## config.mk

```make
export PLATFORM = sky130hd
export DESIGN_NAME = mouse_packet_cursor_tracker
export DESIGN_NICKNAME = d
export VERILOG_FILES = /design/src/rtl/core/mpct_pkg.sv /design/src/rtl/core/mpct_queue.sv /design/src/rtl/core/mpct_front.sv /design/src/rtl/core/mpct_back.sv /design/src/rtl/core/mouse_packet_cursor_tracker.sv
export VERILOG_INCLUDE_DIRS = /design/src /design/src/rtl/core
export SDC_FILE = /design/constraint.sdc
export NUM_CORES = 1
export LEC_CHECK = 0
export BUFFER_PORTS_ARGS = -buffer_cell sky130_fd_sc_hd__clkbuf_2
export CAP_MARGIN = 25
export CORE_ASPECT_RATIO = 0.6
export CORE_MARGIN = 10
export CORE_UTILIZATION = 40
export CTS_CLUSTER_DIAMETER = 60
export DETAILED_ROUTE_END_ITERATION = 10
export MAX_ROUTING_LAYER = met4
export PLACE_DENSITY_LB_ADDON = 0.08
export SLEW_MARGIN = 20
export SYNTH_ARGS = -nofsm -noshare
export SYNTH_HDL_FRONTEND = slang
export SYNTH_SLANG_ARGS = --single-unit
export TNS_END_PERCENT = 20
```

## constraint.sdc

```tcl
create_clock -name clock -period 5.3 [get_ports clock]
set_input_delay 0 -clock clock [delete_from_list [all_inputs] [get_ports clock]]
set_output_delay 0 -clock clock [all_outputs]
set_load 0.01 [all_outputs]
```

## src/rtl/core/mouse_packet_cursor_tracker_macros.svh

```systemverilog
// ----------------------------------------------------------------------------
// Mouse packet cursor tracker assertion macros
// Shared concurrent assertion forms used by the tracker modules.
// ----------------------------------------------------------------------------
`ifndef MOUSE_PACKET_CURSOR_TRACKER_MACROS_SVH
`define MOUSE_PACKET_CURSOR_TRACKER_MACROS_SVH

// same-cycle implication, disabled during reset
`define MPCT_ASSERT_SAME(lbl, clk, rst, ante, cons, msg) \
   lbl: assert property (@(posedge clk) disable iff (rst) (ante) |-> (cons)) \
      else $error(msg);

// next-cycle implication, disabled during reset
`define MPCT_ASSERT_NEXT(lbl, clk, rst, ante, cons, msg) \
   lbl: assert property (@(posedge clk) disable iff (rst) (ante) |=> (cons)) \
      else $error(msg);

`endif

```

## src/rtl/core/mpct_pkg.sv

```systemverilog
// ----------------------------------------------------------------------------
// mpct_pkg
// Types and constants shared by the mouse packet cursor tracker modules.
// ----------------------------------------------------------------------------
package mpct_pkg;

   localparam int unsigned COORD_W = 10;
   localparam int unsigned DELTA_W = 9;

   // byte status codes
   localparam logic [1:0] STAT_IGNORED    = 2'd0;
   localparam logic [1:0] STAT_ACCEPTED   = 2'd1;
   localparam logic [1:0] STAT_HDR_REJECT = 2'd2;
   localparam logic [1:0] STAT_OVERFLOW   = 2'd3;

   // position of the next byte within a packet
   localparam logic [1:0] IDX_HEADER = 2'd0;
   localparam logic [1:0] IDX_XDELTA = 2'd1;
   localparam logic [1:0] IDX_YDELTA = 2'd2;

   // register indexes
   localparam logic CSR_X_MAX = 1'b0;
   localparam logic CSR_Y_MAX = 1'b1;

   // status and header bit positions
   localparam int unsigned STS_FULL_BIT  = 0;
   localparam int unsigned STS_AUX_BIT   = 5;
   localparam int unsigned HDR_SYNC_BIT  = 3;
   localparam int unsigned HDR_XSIGN_BIT = 4;
   localparam int unsigned HDR_YSIGN_BIT = 5;
   localparam int unsigned HDR_XOVF_BIT  = 6;
   localparam int unsigned HDR_YOVF_BIT  = 7;

   localparam logic [COORD_W-1:0] X_MAX_RESET = 10'd311;
   localparam logic [COORD_W-1:0] Y_MAX_RESET = 10'd187;
   localparam logic [COORD_W-1:0] POS_X_RESET = 10'd160;
   localparam logic [COORD_W-1:0] POS_Y_RESET = 10'd100;

   typedef struct packed {
      logic                      move;
      logic [1:0]                code;
      logic signed [DELTA_W-1:0] dx;
      logic signed [DELTA_W-1:0] dy;
   } cmd_type;

   typedef struct packed {
      logic [COORD_W-1:0] cursor_x;
      logic [COORD_W-1:0] cursor_y;
      logic               moved;
      logic [1:0]         byte_status;
   } rsp_type;

endpackage

```

## src/rtl/core/mpct_queue.sv

```systemverilog
// ----------------------------------------------------------------------------
// mpct_queue
// Small show-ahead FIFO; push and pop may happen in the same cycle.
// ----------------------------------------------------------------------------
module mpct_queue #(
   parameter int unsigned WIDTH = 8,
   parameter int unsigned DEPTH = 2
) (
   input  logic             clock,
   input  logic             reset,
   input  logic             push,
   input  logic [WIDTH-1:0] wdata,
   output logic             full,
   input  logic             pop,
   output logic [WIDTH-1:0] rdata,
   output logic             empty
);

   localparam int unsigned PTR_W = (DEPTH > 1) ? $clog2(DEPTH) : 1;
   localparam int unsigned CNT_W = $clog2(DEPTH + 1);

   logic [WIDTH-1:0] mem_ff [DEPTH];
   logic [PTR_W-1:0] wr_ptr_ff, wr_ptr_in;
   logic [PTR_W-1:0] rd_ptr_ff, rd_ptr_in;
   logic [CNT_W-1:0] count_ff, count_in;
   logic             do_push, do_pop;

   assign full    = (count_ff == CNT_W'(DEPTH));
   assign empty   = (count_ff == '0);
   assign do_push = push && !full;
   assign do_pop  = pop && !empty;
   assign rdata   = mem_ff[rd_ptr_ff];

   always_comb begin
      wr_ptr_in = wr_ptr_ff;
      rd_ptr_in = rd_ptr_ff;
      count_in  = count_ff;
      if (do_push) begin
         wr_ptr_in = (wr_ptr_ff == PTR_W'(DEPTH - 1)) ? '0 : wr_ptr_ff + 1'b1;
      end
      if (do_pop) begin
         rd_ptr_in = (rd_ptr_ff == PTR_W'(DEPTH - 1)) ? '0 : rd_ptr_ff + 1'b1;
      end
      if (do_push && !do_pop) begin
         count_in = count_ff + 1'b1;
      end else if (do_pop && !do_push) begin
         count_in = count_ff - 1'b1;
      end
   end

   always_ff @(posedge clock) begin
      if (reset) begin
         wr_ptr_ff <= '0;
         rd_ptr_ff <= '0;
         count_ff  <= '0;
      end else begin
         wr_ptr_ff <= wr_ptr_in;
         rd_ptr_ff <= rd_ptr_in;
         count_ff  <= count_in;
      end
   end

   always_ff @(posedge clock) begin
      if (do_push) begin
         mem_ff[wr_ptr_ff] <= wdata;
      end
   end

endmodule

```

## src/rtl/core/mpct_front.sv

```systemverilog
// ----------------------------------------------------------------------------
// mpct_front
// Qualifies incoming words, assembles packets and issues one command per word.
// ----------------------------------------------------------------------------
module mpct_front
   import mpct_pkg::*;
(
   input  logic       clock,
   input  logic       reset,
   input  logic       accept,
   input  logic [7:0] data_byte,
   input  logic [7:0] status_byte,
   output cmd_type    cmd
);

   logic [1:0] byte_index_ff, byte_index_in;
   logic [7:0] header_ff, header_in;
   logic [7:0] x_delta_ff, x_delta_in;
   logic       counted;

   assign counted = status_byte[STS_FULL_BIT] && status_byte[STS_AUX_BIT];

   always_comb begin
      byte_index_in = byte_index_ff;
      header_in     = header_ff;
      x_delta_in    = x_delta_ff;
      cmd.move      = 1'b0;
      cmd.code      = STAT_IGNORED;
      cmd.dx        = $signed({header_ff[HDR_XSIGN_BIT], x_delta_ff});
      cmd.dy        = $signed({header_ff[HDR_YSIGN_BIT], data_byte});
      if (counted) begin
         case (byte_index_ff)
            IDX_HEADER: begin
               if (!data_byte[HDR_SYNC_BIT]) begin
                  cmd.code = STAT_HDR_REJECT;
               end else begin
                  header_in     = data_byte;
                  byte_index_in = IDX_XDELTA;
                  cmd.code      = STAT_ACCEPTED;
               end
            end
            IDX_XDELTA: begin
               x_delta_in    = data_byte;
               byte_index_in = IDX_YDELTA;
               cmd.code      = STAT_ACCEPTED;
            end
            default: begin
               // third byte (an index of three is handled the same way)
               byte_index_in = IDX_HEADER;
               if (header_ff[HDR_XOVF_BIT] || header_ff[HDR_YOVF_BIT]) begin
                  cmd.code = STAT_OVERFLOW;
               end else begin
                  cmd.move = 1'b1;
                  cmd.code = STAT_ACCEPTED;
               end
            end
         endcase
      end
   end

   always_ff @(posedge clock) begin
      if (reset) begin
         byte_index_ff <= IDX_HEADER;
      end else if (accept) begin
         byte_index_ff <= byte_index_in;
      end
   end

   always_ff @(posedge clock) begin
      if (accept) begin
         header_ff  <= header_in;
         x_delta_ff <= x_delta_in;
      end
   end

endmodule

```

## src/rtl/core/mpct_back.sv

```systemverilog
// ----------------------------------------------------------------------------
// mpct_back
// Executes commands: applies deltas, clamps the cursor and builds results.
// ----------------------------------------------------------------------------
`include "mouse_packet_cursor_tracker_macros.svh"

module mpct_back
   import mpct_pkg::*;
(
   input  logic               clock,
   input  logic               reset,
   input  logic               csr_write_en,
   input  logic               csr_index,
   input  logic [COORD_W-1:0] csr_wdata,
   input  logic               cmd_empty,
   input  cmd_type            cmd,
   output logic               cmd_pop,
   input  logic               rsp_full,
   output logic               rsp_push,
   output rsp_type            rsp
);

   logic [COORD_W-1:0]  x_max_ff, y_max_ff;
   logic [COORD_W-1:0]  pos_x_ff, pos_x_in;
   logic [COORD_W-1:0]  pos_y_ff, pos_y_in;
   logic signed [11:0]  sum_x, sum_y;

   function automatic logic [COORD_W-1:0] clamp_coord(input logic signed [11:0] v,
                                                      input logic [COORD_W-1:0] lim);
      logic [COORD_W-1:0] r;
      if (v[11]) begin
         r = '0;
      end else if (v[10:0] > {1'b0, lim}) begin
         r = lim;
      end else begin
         r = v[COORD_W-1:0];
      end
      return r;
   endfunction

   assign cmd_pop  = !cmd_empty && !rsp_full;
   assign rsp_push = cmd_pop;

   // x gains dx, y loses dy
   assign sum_x = $signed({2'b00, pos_x_ff}) + $signed({{3{cmd.dx[DELTA_W-1]}}, cmd.dx});
   assign sum_y = $signed({2'b00, pos_y_ff}) - $signed({{3{cmd.dy[DELTA_W-1]}}, cmd.dy});

   always_comb begin
      pos_x_in = pos_x_ff;
      pos_y_in = pos_y_ff;
      if (cmd.move) begin
         pos_x_in = clamp_coord(sum_x, x_max_ff);
         pos_y_in = clamp_coord(sum_y, y_max_ff);
      end
      rsp.cursor_x    = pos_x_in;
      rsp.cursor_y    = pos_y_in;
      rsp.moved       = cmd.move;
      rsp.byte_status = cmd.code;
   end

   always_ff @(posedge clock) begin
      if (reset) begin
         x_max_ff <= X_MAX_RESET;
         y_max_ff <= Y_MAX_RESET;
      end else if (csr_write_en) begin
         case (csr_index)
            CSR_X_MAX: x_max_ff <= csr_wdata;
            CSR_Y_MAX: y_max_ff <= csr_wdata;
            default:   x_max_ff <= x_max_ff;
         endcase
      end
   end

   always_ff @(posedge clock) begin
      if (reset) begin
         pos_x_ff <= POS_X_RESET;
         pos_y_ff <= POS_Y_RESET;
      end else if (cmd_pop) begin
         pos_x_ff <= pos_x_in;
         pos_y_ff <= pos_y_in;
      end
   end

   `MPCT_ASSERT_SAME(a_moved_is_accepted, clock, reset, rsp_push && rsp.moved, rsp.byte_status == STAT_ACCEPTED, "moved word without accepted status")
   `MPCT_ASSERT_NEXT(a_hold_without_move, clock, reset, cmd_pop && !cmd.move, $stable(pos_x_ff) && $stable(pos_y_ff), "cursor changed without a move")
   `MPCT_ASSERT_NEXT(a_move_within_limits, clock, reset, cmd_pop && cmd.move, (pos_x_ff <= $past(x_max_ff)) && (pos_y_ff <= $past(y_max_ff)), "cursor left its limits")

endmodule

```

## src/rtl/core/mouse_packet_cursor_tracker.sv

```systemverilog
// ----------------------------------------------------------------------------
// mouse_packet_cursor_tracker
// Decodes mouse packets from controller reads and tracks a clamped cursor.
// ----------------------------------------------------------------------------
// Usage:
//   Input words (data byte + status byte) enter through a queue-style port:
//   a word is taken when req_push is high and req_full is low.
//   Every input word yields exactly one result word, in order, on the rsp_
//   ports while rsp_empty is low; it is taken when rsp_pop is high.
//   rsp_empty falls once the word has passed the command queue into the
//   result queue; it can then be popped. One word per cycle is sustained
//   while results are popped; the front stage, a command queue, the
//   position update and a result queue each handle one word per cycle.
//   If the receiver stalls, the result queue fills, then the command queue,
//   and req_full rises; no word is lost and the stages restart on their own.
//   The csr_ port writes x_max (index 0) or y_max (index 1);
//   write only while no word is in flight.
//   Reset (synchronous) empties both queues, restarts packet assembly,
//   sets the cursor to 160,100 and the limits to 311,187.
// ----------------------------------------------------------------------------
module mouse_packet_cursor_tracker
   import mpct_pkg::*;
#(
   parameter int unsigned CMD_DEPTH = 2,
   parameter int unsigned RSP_DEPTH = 2
) (
   input  logic         clock,
   input  logic         reset,
   input  logic         req_push,
   output logic         req_full,
   input  logic [7:0]   req_data_byte,
   input  logic [7:0]   req_status_byte,
   output logic         rsp_empty,
   input  logic         rsp_pop,
   output logic [9:0]   rsp_cursor_x,
   output logic [9:0]   rsp_cursor_y,
   output logic         rsp_moved,
   output logic [1:0]   rsp_byte_status,
   input  logic         csr_write_en,
   input  logic         csr_index,
   input  logic [9:0]   csr_wdata
);

   cmd_type cmd_wr, cmd_rd;
   rsp_type rsp_wr, rsp_rd;
   logic    accept;
   logic    cmd_empty, cmd_pop;
   logic    rsp_q_full, rsp_push;

   assign accept = req_push && !req_full;

   mpct_front u_front (
      .clock       (clock),
      .reset       (reset),
      .accept      (accept),
      .data_byte   (req_data_byte),
      .status_byte (req_status_byte),
      .cmd         (cmd_wr)
   );

   mpct_queue #(
      .WIDTH ($bits(cmd_type)),
      .DEPTH (CMD_DEPTH)
   ) u_cmd_q (
      .clock (clock),
      .reset (reset),
      .push  (req_push),
      .wdata (cmd_wr),
      .full  (req_full),
      .pop   (cmd_pop),
      .rdata (cmd_rd),
      .empty (cmd_empty)
   );

   mpct_back u_back (
      .clock        (clock),
      .reset        (reset),
      .csr_write_en (csr_write_en),
      .csr_index    (csr_index),
      .csr_wdata    (csr_wdata),
      .cmd_empty    (cmd_empty),
      .cmd          (cmd_rd),
      .cmd_pop      (cmd_pop),
      .rsp_full     (rsp_q_full),
      .rsp_push     (rsp_push),
      .rsp          (rsp_wr)
   );

   mpct_queue #(
      .WIDTH ($bits(rsp_type)),
      .DEPTH (RSP_DEPTH)
   ) u_rsp_q (
      .clock (clock),
      .reset (reset),
      .push  (rsp_push),
      .wdata (rsp_wr),
      .full  (rsp_q_full),
      .pop   (rsp_pop),
      .rdata (rsp_rd),
      .empty (rsp_empty)
   );

   assign rsp_cursor_x    = rsp_rd.cursor_x;
   assign rsp_cursor_y    = rsp_rd.cursor_y;
   assign rsp_moved       = rsp_rd.moved;
   assign rsp_byte_status = rsp_rd.byte_status;

endmodule
```

==> flow_results.org <==
** Critical path
- At the worst endpoint, the required time is 5.45 ns.
- Signal arrival time at the worst endpoint :: 4.91 ns
- The worst setup path is captured at a register.
- STA classifies the critical path startpoint as a register.
- By startpoint and endpoint, the worst setup path is classified as reg -> reg.
- Critical path peak fanout :: 10

** Pwr
- Power spread over the standard cell area amounts to 607 nW/µm².
- Largest voltage drop on the vdd net :: 0.248 mV
- For this design the static power due to leakage is 3.50 nW.

** Synthesis
- The synthesized netlist occupies a cell area of 7360 µm².
- Warnings, synthesis :: 0
- Synth Flop Type :: edfxtp_1
- Counting every net in the synthesized netlist gives 705.
- Most area-hungry cell type in the Yosys netlist :: edfxtp_1
- The synthesized netlist contains 55 unique library cells.
- Flops & latches, synth :: 152
- In this run, synthesis inferred 100 flip-flops with an integrated enable.
- In the synthesized netlist, the number of instances is 626.
- The share of synthesized area in the top cell type comes to 40.8%.
- Post-Synthesis Mean Instance Area :: 11.8 µm²
- Yosys attributes the largest share of cell area to edfxtp_1, dfxtp_1, ha_1.
- Proportion of synthesized chip area in sequential cells :: 54.9%
- For this run, asynchronously set or reset flops after synthesis account for 0%.

** STA
- Worst Max-Slew Pin Slew :: 0.899 ns
- Setup total negative slack on the finished layout was measured at 0 ns.
- Max-slew headroom :: 38.9%
- The number of hold-slack violations in the final timing report came to 0.
- Between clock sinks in the finished design, the worst skew comes to 0.0142 ns.
- Time the worst path needs with I/O delays and setup :: 4.76 ns
- Setup repair after global routing missed its margin :: false
- Setup violations remaining at the end of the flow were counted as 0.
- Final Max Slew Viols :: 0
- Of the available clock period, the critical path in the final layout requires 89.9%.
- Derived from the worst setup path, the maximum achievable clock frequency is 210 MHz.

** Flow run
- Maxcap violations :: 0

** Hold path
- In this run the worst hold path is classified as in -> reg.

** Floorplanning
- Starting Density :: 40.8%
- In this run the core area contains 38 standard-cell rows.
- 57 I/O pins were placed.
- Die area :: 24400 µm²
- From bottom edge to top edge, the die measures 125 µm.
- Die boundary width :: 195 µm
- The core region is 18100 µm².

** CTS
- TritonCTS built the clock tree.
- In this run, post-CTS repair resized a total of 0 instances.
- Worst-Skew Late Latency :: 0.42 ns
- The clock tree synthesis step divided the H-tree into 4 levels.
- Clock-pin slew was measured on the worst setup and hold paths at 0.07 ns.
- Clock tree synthesis found a total of 152 sinks.
- Longest Clk Path Bufs :: 2
- Number of buffers inserted during clock tree synthesis :: 17
- CTS Root Cell :: clkbuf_16

** Placement
- Buffers on Ports :: 50
- Once placement finished, the instance area stood at 7920 µm².
- GPL Wtd Cong :: 0.883
- Detail Placement HPWL :: 13400 µm

** Routing
- After detailed routing, the number of vias per cell comes to 5.17.
- Wire length after detailed routing :: 17900 µm
- Once detail routing completed, the nets flagged for antenna violations numbered 0.
- Detailed routing placed a total of 7380 µm of wire on met2.
- Top Layer Used :: met4
- Total vias in the final route :: 4991
- Router iterations before antenna repair :: 5
- Initial DRC Count :: 377
- The routed design uses 721 µm of met3 wire.
- In the final routed layout, each cell accounts on average for 18.6 µm.
- Number of remaining DRC errors :: 0
- Met1 Wirelength :: 9730 µm

** GRT
- Global routing finished with a remaining overflow of 0.
- Vias in the first global route :: 4971
- Number of antenna violations at the first check in global routing :: 0
- Entering global routing, the biggest net connects 40 pins.
- The first global-routing pass estimated 28000 µm of wire.
- In the global route stage, overall resource usage came out at 15.1%.

** Cells and area
- Summing all multi-input logic gate instances after layout gives 3080 µm².
- After filler insertion, the fill cell instance count of the layout stands at 1644.
- Final net count :: 791
- 0 antenna diodes ended up in the layout.
- Share of cells above drive strength 1 :: 18.8%
- Synth-to-Final Area Change :: 19.1%
- The finished cells cover 8770 µm².
- Core occupancy in the finished layout :: 48.6%
- Register Area :: 4040 µm²

** Status
- The flow ran to the end, and the final reports show no timing, DRC or antenna violations.
through the flow:
step                hold WS [ns]  std cells  worst slack, ns  power (mW)
CTS                       0.0383        964            0.503        5.36
global placement           0.206        907            0.616        4.08
floorplan                 0.0989        626            0.705        3.43
finish                    0.0609        965            0.536        5.33
detailed placement         0.208        907            0.517        4.15
global route              0.0615        965            0.106        5.70
registers in the layout (all words and copies together), names as in the netlist, named ones only:
register	flops
u_front.x_delta_ff	8
u_cmd_q.wr_ptr_ff	1
u_cmd_q.rd_ptr_ff	1
u_rsp_q.rd_ptr_ff	1
u_front.header_ff	4
u_back.pos_y_ff	10
u_rsp_q.count_ff	2
u_front.byte_index_ff	2
u_cmd_q.mem_ff	42
u_back.pos_x_ff	10
u_rsp_q.wr_ptr_ff	1
u_back.y_max_ff	10
u_cmd_q.count_ff	2
u_rsp_q.mem_ff	46
u_back.x_max_ff	10
worst max-delay path: stages, from the launching register on:
cell,delay [ns]
dfxtp_1,0.50
buf_4,0.24
mux2i_1,0.34
ha_1,0.34
o21a_1,0.19
o31a_1,0.14
o41a_1,0.35
o41ai_2,0.31
xnor2_1,0.16
ha_1,0.32
nand3_1,0.09
nor3_1,0.25
a311oi_1,0.09
nor3_1,0.21
nand3_1,0.09
buf_4,0.21
mux2i_1,0.18
o31ai_1,0.48
cell usage in the layout, fill, tap and decap left out, types with 4 or more instances in the layout:
cell type	synthesis	layout
a211o_1	12	12
a211oi_1	4	4
a21o_1	4	4
a21oi_1	31	31
and3_1	8	8
buf_4	1	12
clkbuf_16	0	17
clkbuf_2	0	50
dfxtp_1	52	52
dlygate4sd3_1	0	25
edfxtp_1	100	100
ha_1	45	45
inv_1	42	42
inv_8	0	6
mux2_2	33	33
mux2i_1	29	28
nand2_1	47	47
nand3_1	9	9
nor2_1	48	46
nor2b_1	7	7
nor3_1	5	5
o21a_1	8	8
o21ai_0	29	29
o22ai_1	4	4
o31ai_1	22	22
or3_1	6	6
xnor2_1	16	16
xor2_1	7	7
synth_stat cells, drive strengths merged (2+ instances only):
cell type	count
dfxtp	52
nor3	6
a21o	4
o21a	8
xnor2	16
a211oi	4
and3	8
o22ai	4
a211o	12
or2	2
ha	45
a21oi	31
fa	2
o31a	2
o21bai	3
inv	42
o31ai	22
nor2	48
xor2	7
nor2b	8
nand2	47
mux2	34
nand4	3
nand3	9
or3	6
mux2i	30
nand2b	3
clkbuf	11
a22o	2
nand3b	2
buf	10
o21ai	30
edfxtp	100
final cells by class:
type,count,area share (%)
clock buffers,18,5.00
repair buffers,88,6.90
clock inverters,14,1.74
flip-flops and latches,152,46.1
inverters,42,1.80
well taps,240,3.42
multi-input cells,411,35.0
final timing paths:
check / start / to / slack (ns) / cells past startpoint
hold reg to reg: u_front.x_delta_ff[1] / u_cmd_q.mem_ff[0][10] / 0.45 / 0
hold / removal: req_push / u_cmd_q.wr_ptr_ff / 0.06 / 5
setup / recovery: register / u_rsp_q.mem_ff[0][12] / 0.54 / 17
setup reg to reg: register / u_rsp_q.mem_ff[0][12] / 0.54 / 17
metal layers:
layer	up-vias	track usage (%)
li1	2467	-
met1	2392	22.2
met2	121	20.5
met3	11	2.96
met4	0	3.67
met5	-	-
cells by family after synthesis:
family	after synthesis	share of synthesized area [%]
buffers and inverters	63	3.58
multiplexers	64	9.45
XOR/XNOR	23	2.74
AND/OR/NAND/NOR	144	9.04
AO/OA/AOI/OAI	133	12.1
adder cells (fa/ha/maj)	47	8.19
flip-flops	152	54.9
report_power, final:
group	switching, mW	internal (mW)
Combinational	1.40	0.994
Clock	0.543	0.645
Sequential	0.129	1.62
Total	2.07	3.25
timing repair:
item                                    in CTS  in global routing
setup buffers                                0                  0
endpoints found under the hold margin       52                  0
endpoints found under the setup margin       0                  0
hold buffers                                25                  0
Power figures use the tool's default switching activity.
